--- config.mk ---
export PLATFORM = sky130hd
export DESIGN_NAME = membership_failure_detector_core
export DESIGN_NICKNAME = d
export VERILOG_FILES = /design/src/rtl/core/mfd_pkg.sv /design/src/rtl/core/membership_failure_detector_core.sv /design/src/rtl/core/mfd_ram.sv /design/src/rtl/core/mfd_engine.sv
export SDC_FILE = /design/constraint.sdc
export NUM_CORES = 2
export LEC_CHECK = 0
export BUFFER_PORTS_ARGS = -buffer_cell sky130_fd_sc_hd__buf_2
export CORE_MARGIN = 8
export CORE_UTILIZATION = 35
export CTS_BUF_LIST = sky130_fd_sc_hd__clkbuf_16
export DETAILED_ROUTE_END_ITERATION = 7
export PLACE_DENSITY = 0.6
export SLEW_MARGIN = 10
export SYNTH_ARGS = -nofsm -noshare
export SYNTH_HDL_FRONTEND = slang
export SYNTH_SLANG_ARGS = --single-unit
--- constraint.sdc ---
create_clock -name i_clk -period 23.5 [get_ports i_clk]
set_clock_uncertainty 0.05 [all_clocks]
set_input_delay 1.175 -clock i_clk [delete_from_list [all_inputs] [get_ports i_clk]]
set_output_delay 1.175 -clock i_clk [all_outputs]
set_load 0.01 [all_outputs]
--- src/rtl/core/mfd_pkg.sv ---
package mfd_pkg;

    localparam int KeyIdW      = 32;
    localparam int KeyPortW    = 16;
    localparam int BeatW       = 32;
    localparam int TimeW       = 32;
    localparam int TimeoutW    = 16;
    localparam int MaxRemovals = 32;
    localparam int RemCntW     = 6;

    typedef enum logic [1:0] {
        KIND_MERGE     = 2'd0,
        KIND_HEARTBEAT = 2'd1,
        KIND_TICK      = 2'd2
    } t_kind;

    typedef enum logic [1:0] {
        EV_NONE    = 2'd0,
        EV_ADDED   = 2'd1,
        EV_REMOVED = 2'd2,
        EV_FULL    = 2'd3
    } t_evres;

    typedef enum logic [0:0] {
        CFG_FAIL_TIMEOUT   = 1'b0,
        CFG_REMOVE_TIMEOUT = 1'b1
    } t_cfg_idx;

    localparam logic [TimeoutW-1:0] FailTimeoutReset   = 16'd5;
    localparam logic [TimeoutW-1:0] RemoveTimeoutReset = 16'd20;

    typedef enum logic [1:0] {
        ST_CLEAR,
        ST_IDLE,
        ST_SCAN,
        ST_DONE
    } t_state;

    typedef struct packed {
        logic                valid;
        logic                failed;
        logic [KeyIdW-1:0]   key_id;
        logic [KeyPortW-1:0] key_port;
        logic [BeatW-1:0]    beat;
        logic [TimeW-1:0]    seen_time;
    } t_entry;

    typedef struct packed {
        logic [1:0]          kind;
        logic [KeyIdW-1:0]   peer_id;
        logic [KeyPortW-1:0] peer_port;
        logic [BeatW-1:0]    peer_heartbeat;
    } t_req;

    typedef struct packed {
        logic [TimeoutW-1:0] fail_timeout;
        logic [TimeoutW-1:0] remove_timeout;
    } t_cfg;

    typedef struct packed {
        logic                valid;
        logic [1:0]          res;
        logic [KeyIdW-1:0]   id;
        logic [KeyPortW-1:0] port;
        logic                last;
    } t_evt;

endpackage

--- src/rtl/core/membership_failure_detector_core.sv ---
// merge, heartbeat and tick requests each scan the whole peer table, one table read a
// cycle on its single read port, held while a removal waits on a stalled event output; no
// new request is taken until the last result is out; removals stream out one per cycle
// during a tick while the output is ready; reset: synchronous, active low; a clearing pass
// then runs over the table with s_axis_tready low, configuration writes are taken throughout
module membership_failure_detector_core import mfd_pkg::*; #(
    parameter int TABLE_ENTRIES = 32
) (
    input  logic        i_clk,
    input  logic        i_rst_n,
    input  logic        s_axis_tvalid,
    output logic        s_axis_tready,
    input  logic [79:0] s_axis_tdata,  // peer_id, peer_port, peer_heartbeat
    input  logic [1:0]  s_axis_tuser,  // kind
    output logic        m_axis_tvalid,
    input  logic        m_axis_tready,
    output logic [47:0] m_axis_tdata,  // event_id, event_port
    output logic [1:0]  m_axis_tuser,  // event_res
    output logic        m_axis_tlast,
    input  logic        i_cfg_we,
    input  logic [0:0]  i_cfg_addr,
    input  logic [15:0] i_cfg_wdata
);

    logic [TimeoutW-1:0] r_fail_to;
    logic [TimeoutW-1:0] r_rem_to;
    logic                r_ovalid;
    logic [1:0]          r_ores;
    logic [KeyIdW-1:0]   r_oid;
    logic [KeyPortW-1:0] r_oport;
    logic                r_olast;

    t_req req;
    t_cfg cfg;
    t_evt evt;
    logic evt_ready;

    assign req.kind           = s_axis_tuser;
    assign req.peer_id        = s_axis_tdata[31:0];
    assign req.peer_port      = s_axis_tdata[47:32];
    assign req.peer_heartbeat = s_axis_tdata[79:48];

    assign cfg.fail_timeout   = r_fail_to;
    assign cfg.remove_timeout = r_rem_to;

    assign evt_ready = !r_ovalid || m_axis_tready;

    mfd_engine #(
        .TABLE_ENTRIES (TABLE_ENTRIES)
    ) u_engine (
        .i_clk       (i_clk),
        .i_rst_n     (i_rst_n),
        .i_req_valid (s_axis_tvalid),
        .i_req       (req),
        .o_req_ready (s_axis_tready),
        .i_cfg       (cfg),
        .o_evt       (evt),
        .i_evt_ready (evt_ready)
    );

    always_ff @(posedge i_clk) begin
        if (!i_rst_n) begin
            r_fail_to <= FailTimeoutReset;
            r_rem_to  <= RemoveTimeoutReset;
        end else if (i_cfg_we) begin
            unique case (i_cfg_addr)
                CFG_FAIL_TIMEOUT:   r_fail_to <= i_cfg_wdata;
                CFG_REMOVE_TIMEOUT: r_rem_to  <= i_cfg_wdata;
                default: begin
                end
            endcase
        end
    end

    always_ff @(posedge i_clk) begin
        if (!i_rst_n) begin
            r_ovalid <= 1'b0;
        end else if (evt_ready) begin
            r_ovalid <= evt.valid;
        end
    end

    always_ff @(posedge i_clk) begin
        if (evt_ready && evt.valid) begin
            r_ores  <= evt.res;
            r_oid   <= evt.id;
            r_oport <= evt.port;
            r_olast <= evt.last;
        end
    end

    assign m_axis_tvalid = r_ovalid;
    assign m_axis_tdata  = {r_oport, r_oid};
    assign m_axis_tuser  = r_ores;
    assign m_axis_tlast  = r_olast;

endmodule

--- src/rtl/core/mfd_ram.sv ---
module mfd_ram #(
    parameter int WIDTH = 8,
    parameter int DEPTH = 32
) (
    input  logic                     i_clk,
    input  logic                     i_we,
    input  logic [$clog2(DEPTH)-1:0] i_waddr,
    input  logic [WIDTH-1:0]         i_wdata,
    input  logic                     i_re,
    input  logic [$clog2(DEPTH)-1:0] i_raddr,
    output logic [WIDTH-1:0]         o_rdata
);

    logic [WIDTH-1:0] r_mem [DEPTH];
    logic [WIDTH-1:0] r_rdata;

    always_ff @(posedge i_clk) begin
        if (i_we) begin
            r_mem[i_waddr] <= i_wdata;
        end
        if (i_re) begin
            r_rdata <= r_mem[i_raddr];
        end
    end

    assign o_rdata = r_rdata;

endmodule

--- src/rtl/core/mfd_engine.sv ---
module mfd_engine import mfd_pkg::*; #(
    parameter int TABLE_ENTRIES = 32
) (
    input  logic i_clk,
    input  logic i_rst_n,
    input  logic i_req_valid,
    input  t_req i_req,
    output logic o_req_ready,
    input  t_cfg i_cfg,
    output t_evt o_evt,
    input  logic i_evt_ready
);

    localparam int AW = $clog2(TABLE_ENTRIES);
    localparam logic [AW:0]   Depth    = (AW+1)'(TABLE_ENTRIES);
    localparam logic [AW-1:0] LastAddr = AW'(TABLE_ENTRIES - 1);

    t_state               r_state, n_state;
    logic [AW-1:0]        r_clr, n_clr;
    logic [TimeW-1:0]     r_clock, n_clock;
    logic [1:0]           r_kind, n_kind;
    logic [KeyIdW-1:0]    r_id, n_id;
    logic [KeyPortW-1:0]  r_port, n_port;
    logic [BeatW-1:0]     r_beat, n_beat;
    logic [AW:0]          r_raddr, n_raddr;
    logic                 r_pv, n_pv;
    logic [AW-1:0]        r_paddr, n_paddr;
    logic                 r_hit, n_hit;
    logic [AW-1:0]        r_hit_addr, n_hit_addr;
    logic [BeatW-1:0]     r_hit_beat, n_hit_beat;
    logic                 r_hit_failed, n_hit_failed;
    logic                 r_free, n_free;
    logic [AW-1:0]        r_free_addr, n_free_addr;
    logic [RemCntW-1:0]   r_nrem, n_nrem;
    logic                 r_pend_v, n_pend_v;
    logic [KeyIdW-1:0]    r_pend_id, n_pend_id;
    logic [KeyPortW-1:0]  r_pend_port, n_pend_port;

    logic                 ram_we;
    logic [AW-1:0]        ram_waddr;
    t_entry               ram_wdata;
    logic                 ram_re;
    logic [AW-1:0]        ram_raddr;
    t_entry               ram_rdata;

    logic [TimeW-1:0]     silence;
    logic                 is_tick;
    logic                 match;
    logic                 fail_now;
    logic                 failed_new;
    logic                 rem_hit;
    logic                 stall;
    logic                 accept;
    t_entry               upd;

    mfd_ram #(
        .WIDTH ($bits(t_entry)),
        .DEPTH (TABLE_ENTRIES)
    ) u_table (
        .i_clk   (i_clk),
        .i_we    (ram_we),
        .i_waddr (ram_waddr),
        .i_wdata (ram_wdata),
        .i_re    (ram_re),
        .i_raddr (ram_raddr),
        .o_rdata (ram_rdata)
    );

    assign is_tick    = (r_kind == KIND_TICK);
    assign silence    = r_clock - ram_rdata.seen_time;
    assign match      = ram_rdata.valid && (ram_rdata.key_id == r_id)
                        && (ram_rdata.key_port == r_port);
    assign fail_now   = ram_rdata.valid && !ram_rdata.failed
                        && (silence >= {16'd0, i_cfg.fail_timeout});
    assign failed_new = ram_rdata.failed || fail_now;
    assign rem_hit    = ram_rdata.valid && failed_new
                        && (silence >= {16'd0, i_cfg.remove_timeout})
                        && (r_nrem != RemCntW'(MaxRemovals));
    assign stall      = r_pv && is_tick && rem_hit && r_pend_v && !i_evt_ready;
    assign accept     = i_req_valid && o_req_ready;
    assign o_req_ready = (r_state == ST_IDLE);

    // refreshed or new entry for the input key
    always_comb begin
        upd           = '0;
        upd.valid     = 1'b1;
        upd.key_id    = r_id;
        upd.key_port  = r_port;
        upd.beat      = r_beat;
        upd.seen_time = r_clock;
    end

    always_comb begin
        n_state = r_state;
        unique case (r_state)
            ST_CLEAR: begin
                if (r_clr == LastAddr) begin
                    n_state = ST_IDLE;
                end
            end
            ST_IDLE: begin
                if (accept) begin
                    if (i_req.kind == KIND_MERGE || i_req.kind == KIND_HEARTBEAT
                        || i_req.kind == KIND_TICK) begin
                        n_state = ST_SCAN;
                    end else begin
                        n_state = ST_DONE;
                    end
                end
            end
            ST_SCAN: begin
                if (!stall && r_raddr == Depth) begin
                    n_state = ST_DONE;
                end
            end
            ST_DONE: begin
                if (i_evt_ready) begin
                    n_state = ST_IDLE;
                end
            end
            default: n_state = ST_IDLE;
        endcase
    end

    always_comb begin
        n_clr        = r_clr;
        n_clock      = r_clock;
        n_kind       = r_kind;
        n_id         = r_id;
        n_port       = r_port;
        n_beat       = r_beat;
        n_raddr      = r_raddr;
        n_pv         = r_pv;
        n_paddr      = r_paddr;
        n_hit        = r_hit;
        n_hit_addr   = r_hit_addr;
        n_hit_beat   = r_hit_beat;
        n_hit_failed = r_hit_failed;
        n_free       = r_free;
        n_free_addr  = r_free_addr;
        n_nrem       = r_nrem;
        n_pend_v     = r_pend_v;
        n_pend_id    = r_pend_id;
        n_pend_port  = r_pend_port;
        ram_we       = 1'b0;
        ram_waddr    = '0;
        ram_wdata    = '0;
        ram_re       = 1'b0;
        ram_raddr    = '0;
        o_evt        = '0;

        unique case (r_state)
            ST_CLEAR: begin
                ram_we    = 1'b1;
                ram_waddr = r_clr;
                n_clr     = r_clr + 1'b1;
            end
            ST_IDLE: begin
                if (accept) begin
                    n_kind   = i_req.kind;
                    n_id     = i_req.peer_id;
                    n_port   = i_req.peer_port;
                    n_beat   = i_req.peer_heartbeat;
                    n_raddr  = '0;
                    n_pv     = 1'b0;
                    n_hit    = 1'b0;
                    n_free   = 1'b0;
                    n_nrem   = '0;
                    n_pend_v = 1'b0;
                    if (i_req.kind == KIND_TICK) begin
                        n_clock = r_clock + 1'b1;
                    end
                end
            end
            ST_SCAN: begin
                if (!stall) begin
                    if (r_pv) begin
                        if (is_tick) begin
                            if (fail_now || rem_hit) begin
                                ram_we           = 1'b1;
                                ram_waddr        = r_paddr;
                                ram_wdata        = ram_rdata;
                                ram_wdata.failed = failed_new;
                                if (rem_hit) begin
                                    ram_wdata.valid  = 1'b0;
                                    ram_wdata.failed = 1'b0;
                                end
                            end
                            if (rem_hit) begin
                                if (r_pend_v) begin
                                    o_evt.valid = 1'b1;
                                    o_evt.res   = EV_REMOVED;
                                    o_evt.id    = r_pend_id;
                                    o_evt.port  = r_pend_port;
                                    o_evt.last  = 1'b0;
                                end
                                n_pend_v    = 1'b1;
                                n_pend_id   = ram_rdata.key_id;
                                n_pend_port = ram_rdata.key_port;
                                n_nrem      = r_nrem + 1'b1;
                            end
                        end else begin
                            if (match && !r_hit) begin
                                n_hit        = 1'b1;
                                n_hit_addr   = r_paddr;
                                n_hit_beat   = ram_rdata.beat;
                                n_hit_failed = ram_rdata.failed;
                            end
                            if (!ram_rdata.valid && !r_free) begin
                                n_free      = 1'b1;
                                n_free_addr = r_paddr;
                            end
                        end
                    end
                    ram_re    = (r_raddr < Depth);
                    ram_raddr = r_raddr[AW-1:0];
                    n_pv      = ram_re;
                    n_paddr   = r_raddr[AW-1:0];
                    if (ram_re) begin
                        n_raddr = r_raddr + 1'b1;
                    end
                end
            end
            ST_DONE: begin
                if (i_evt_ready) begin
                    o_evt.valid = 1'b1;
                    o_evt.last  = 1'b1;
                    o_evt.res   = EV_NONE;
                    if (r_kind == KIND_MERGE) begin
                        o_evt.id   = r_id;
                        o_evt.port = r_port;
                        if (r_hit) begin
                            if (r_hit_beat < r_beat) begin
                                ram_we    = 1'b1;
                                ram_waddr = r_hit_addr;
                                ram_wdata = upd;
                            end
                        end else if (r_free) begin
                            ram_we    = 1'b1;
                            ram_waddr = r_free_addr;
                            ram_wdata = upd;
                            o_evt.res = EV_ADDED;
                        end else begin
                            o_evt.res = EV_FULL;
                        end
                    end else if (r_kind == KIND_HEARTBEAT) begin
                        o_evt.id   = r_id;
                        o_evt.port = r_port;
                        if (r_hit) begin
                            ram_we    = 1'b1;
                            ram_waddr = r_hit_addr;
                            ram_wdata = r_hit_failed ? '0 : upd;
                        end
                    end else if (is_tick && r_pend_v) begin
                        o_evt.res  = EV_REMOVED;
                        o_evt.id   = r_pend_id;
                        o_evt.port = r_pend_port;
                    end
                end
            end
            default: begin
            end
        endcase
    end

    always_ff @(posedge i_clk) begin
        if (!i_rst_n) begin
            r_state <= ST_CLEAR;
            r_clr   <= '0;
            r_clock <= '0;
            r_pv    <= 1'b0;
        end else begin
            r_state <= n_state;
            r_clr   <= n_clr;
            r_clock <= n_clock;
            r_pv    <= n_pv;
        end
    end

    always_ff @(posedge i_clk) begin
        r_kind       <= n_kind;
        r_id         <= n_id;
        r_port       <= n_port;
        r_beat       <= n_beat;
        r_raddr      <= n_raddr;
        r_paddr      <= n_paddr;
        r_hit        <= n_hit;
        r_hit_addr   <= n_hit_addr;
        r_hit_beat   <= n_hit_beat;
        r_hit_failed <= n_hit_failed;
        r_free       <= n_free;
        r_free_addr  <= n_free_addr;
        r_nrem       <= n_nrem;
        r_pend_v     <= n_pend_v;
        r_pend_id    <= n_pend_id;
        r_pend_port  <= n_pend_port;
    end

endmodule

==> results.cfg <==
[timing]
worst_slew_pin_slew_ns = 1.30
max_slew_margin_pct = 12.8
max_freq_ghz = 0.103
setup_tns_ns = 0
rsz0062_at_grt = no
hold_violations = 0
layout_setup_ws_ns = 13.82
slew_violations = 0
setup_viol = 0
min_period_ns = 9.68
min_period_over_period_pct = 41.2

[power]
internal_power_mw = 11.6
finalPower_mw = 14.5
p_switching_mw = 2.91
powerDensity_nw_per_um2 = 77.8
seqPwrFrac_pct = 55.1
netSwitchingFraction_pct = 20.1
clockPowerShare_pct = 43.5
vdd_ir_drop_max_v = 0.0000656
leakagePower_nw = 57.8
combPwrFrac_pct = 1.4

[logic_synthesis]
synth_edf_count = 4006
ys_types = 82
synth_fp_nets = 10300
synth_top_area_cell = edfxtp_1
yosysTopAreaCellShare_pct = 73.0
synth_flop_cell = edfxtp_1
syn-cell-area_um2 = 165000
yosys-top-cells-area = edfxtp_1 73%, mux4_2 3.1%, mux2_2 3.1%
ys_seq_area_share_pct = 73.9
syn_avg_cell_area_um2 = 16.3
ys_ff_latch = 4079
ys_warn_count = 0
synthCells = 10100
async_reset_ff_share_pct = 0

[worst_setup_path]
worst_ep_arrival_time_ns = 10.21
r2r-start = u_engine.r_clock[0]
r2r_end = u_engine.u_table.r_mem[2][110]
path_cells = inv_1 -> ha_1 -> fa_1 -> and2b_1 -> o2111ai_1 -> a2111oi_2 -> or3_1 -> a21oi_1 -> or4b_4 -> nor4_4 -> nand4_1 -> a22oi_2 -> or2_2 -> buf_4 -> mux2i_1 -> a211oi_4 -> buf_4 -> buf_4 -> buf_4
crit_fanout = 42
cp_slowest_cell = buf_4
r2r_slack_ns = 13.82
rr_worst_depth = 19
path_common_cell = buf_4
startpoint_type = register
end_kind = register
worstPathRequired_ns = 24.03
cpPeakStageDelay_ns = 0.94
path_class = register to register

[placed_design]
dpl_worst_slack_ns = 13.95
dp_cells = 16000
hpwl_mm = 261
io_buffers = 156
placed_area_um2 = 173000
place_congestion = 0.839

[drt]
ant_nets = 0
drtIter0Drc = 14200
num_vias = 99000
drc = 0
routed_via_density = 5.90
wirelength_mm = 516
wl_per_cell_um = 30.8
dr.pass1.iters = 8

[min_path]
whs_path_depth = 1
min_to = u_engine.r_id[10]
hold_path.class = input port to register
min_from = s_axis_tdata[10]

[clocking]
path_clk_slew_ns = 0.06
cts_tree = yes
clock_latency_ns = 0.97
cts.hold.buffers_added = 0
cts_root_buf = clkbuf_16
post-cts-setup-buffers = 0
cts_resized = 0
cts_sinks = 4079
cts_buffer_depth = 4
cts-buffers-inserted = 404
cts_max_level = 5

[finish]
seqCellArea_um2 = 122000
final_cell_count_no_fill = 16800
final_nets = 10400
fin_area_um2 = 186000
drive_above_1_share_pct = 16.5
num-fill-cells = 42200
syn_to_final_growth_pct = 12.9
multi_input_area_um2 = 40200

[flow_run]
cap_violations = 0

[floorplan]
coreArea_um2 = 470000
io_pins = 157
die_w_um = 702
die_area_um2 = 493000
core.rowCount = 252
die_y_um = 702
start_util_pct = 35.1

[global_route]
antenna_found_initial = 24
grt_pass1_vias = 97100
grt_overflow = 0
grt_max_degree = 163
grt_first_pass_wirelength_mm = 723
grt.total_usage_pct = 20.0

[status]
outcome = complete, no violations
==> cells in the mapped netlist (6+ instances only) <==
master        n
edfxtp_1   4006
clkbuf_1    636
nor2_1      528
nand2_1     506
mux2_2      455
o21ai_0     409
a211oi_1    349
o22ai_1     345
mux2i_1     240
mux4_2      228
a21oi_1     173
and2_1      160
nand3_1     149
a21o_1      147
nor2b_1     130
inv_1       128
a22o_1      127
nor4_1      127
a221oi_1    118
a211o_1     116
a311oi_1    115
or4_1       114
a2bb2oi_1   113
ha_1        105
o311ai_0     86
dfxtp_1      73
xnor2_1      66
buf_1        41
buf_2        37
xor2_1       37
nor3_1       32
a21boi_0     30
o311ai_1     27
nand4_1      26
and3_1       14
o211ai_1     14
o21a_1       14
and4_1       10
a31oi_1       7
nand2b_1      7
or3_1         6
==> how the worst max path moves through the flow <==
stage / start / to / slack, ns / cells after the start
4_1_cts: u_engine.r_clock[0] / u_engine.u_table.r_mem[2][110] / 13.91 / 23
3_5_place_dp: u_engine.u_table.o_rdata[4] / u_engine.u_table.r_mem[2][73] / 13.95 / 25
3_3_place_gp: u_engine.u_table.o_rdata[4] / u_engine.u_table.r_mem[2][73] / 13.98 / 25
5_1_grt: u_engine.u_table.o_rdata[1] / u_engine.u_table.r_mem[2][110] / 13.34 / 25
6_report: u_engine.r_clock[0] / u_engine.u_table.r_mem[2][110] / 13.82 / 19
2_1_floorplan: u_engine.r_clock[0] / u_engine.u_table.r_mem[2][0] / 10.15 / 18
==> registers in the layout (all words and copies together), names as in the netlist, 2 cells and up <==
signal / flops
u_engine.u_table.r_mem: 3648
u_engine.u_table.o_rdata: 114
r_oid: 32
u_engine.r_beat: 32
u_engine.r_clock: 32
u_engine.r_hit_beat: 32
u_engine.r_id: 32
u_engine.r_pend_id: 32
r_fail_to: 16
r_oport: 16
r_rem_to: 16
u_engine.r_pend_port: 16
u_engine.r_port: 16
u_engine.r_nrem: 6
u_engine.r_raddr: 6
u_engine.r_clr: 5
u_engine.r_free_addr: 5
u_engine.r_hit_addr: 5
u_engine.r_paddr: 5
m_axis_tuser: 2
u_engine.r_kind: 2
u_engine.r_state: 2
==> cell families (layout without fill, tap and decap cells) <==
| group | Yosys count | count (layout) | share of synthesized area, % |
|---|---|---|---|
| xor gates and xnor gates | 103 | 103 | 0.548 |
| buffers and inverters | 849 | 1260 | 1.99 |
| and+or+nand+nor | 1830 | 1830 | 5.39 |
| other | 0 | 9 | 0 |
| AOI/OAI and AO/OA | 2241 | 2241 | 9.66 |
| muxes | 923 | 923 | 7.69 |
| adders and majority gates | 106 | 106 | 0.810 |
| DFF | 4079 | 4079 | 73.9 |
==> final cells by class <==
class	count	area share, %
Antenna cell	9	0.0121
Clock buffer	414	5.57
Clock inverter	320	1.28
Inverter	130	0.277
Multi-Input combinational cell	5203	21.6
Sequential cell	4079	65.5
Tap cell	6223	4.19
Timing Repair Buffer	396	1.57
==> placed cells by master, fill, tap and decap left out, types with 66 or more instances in the layout <==
| cell type | Yosys | layout |
|---|---|---|
| nor2_1 | 528 | 507 |
| o22ai_1 | 345 | 345 |
| a221oi_1 | 118 | 118 |
| ha_1 | 105 | 105 |
| o21ai_0 | 409 | 372 |
| o311ai_0 | 86 | 84 |
| and2_1 | 160 | 158 |
| a311oi_1 | 115 | 115 |
| mux2i_1 | 240 | 240 |
| a21oi_1 | 173 | 171 |
| mux2_2 | 455 | 455 |
| nand3_1 | 149 | 149 |
| buf_4 | 0 | 212 |
| inv_1 | 128 | 199 |
| clkinv_1 | 1 | 104 |
| a211oi_1 | 349 | 347 |
| a211o_1 | 116 | 116 |
| a22o_1 | 127 | 119 |
| a2bb2oi_1 | 113 | 113 |
| xnor2_1 | 66 | 66 |
| nor4_1 | 127 | 125 |
| buf_2 | 37 | 157 |
| clkbuf_16 | 0 | 414 |
| or4_1 | 114 | 114 |
| edfxtp_1 | 4006 | 4006 |
| dfxtp_1 | 73 | 73 |
| a21o_1 | 147 | 147 |
| nand2_1 | 506 | 501 |
| nor2b_1 | 130 | 129 |
| clkinv_2 | 0 | 84 |
| mux4_2 | 228 | 228 |
==> stage by stage <==
step / utilization (%) / hold slack (ns)
after floorplan: - / 0.374
after global placement: 36.8 / 0.387
after detailed placement: 36.8 / 0.385
after CTS: 39.6 / 0.272
after global routing: 39.6 / 0.325
final: 39.6 / 0.346
==> critical path: cells and delay by family, from the launching register on <==
kind	cells	cell delay (ns)
buffers and inverters	5	3.15
adders and majority gates	2	0.63
muxes	1	0.49
AOI/OAI and AO/OA	5	2.31
and+or+nand+nor	6	2.17
DFF	1	0.39
==> power groups by stage <==
stage	clock network (mW)	registers, mW	logic (mW)
2_1_floorplan	0	8.14	0.0914
6_report	6.29	7.97	0.197
3_5_place_dp	0	8.13	0.197
5_1_grt	6.62	7.97	0.206
4_1_cts	6.36	7.97	0.198
3_3_place_gp	0	8.12	0.195
==> per-layer routing <==
layer	up-vias	track usage [%]	share of wire, %
met5	-	0	0.0025
met4	2	8.16	4.3
met3	1035	3.14	9.7
met2	5916	31.9	46
met1	51300	27.5	40
li1	40800	-	-
No activity file was read; power rests on OpenSTA's default activity.
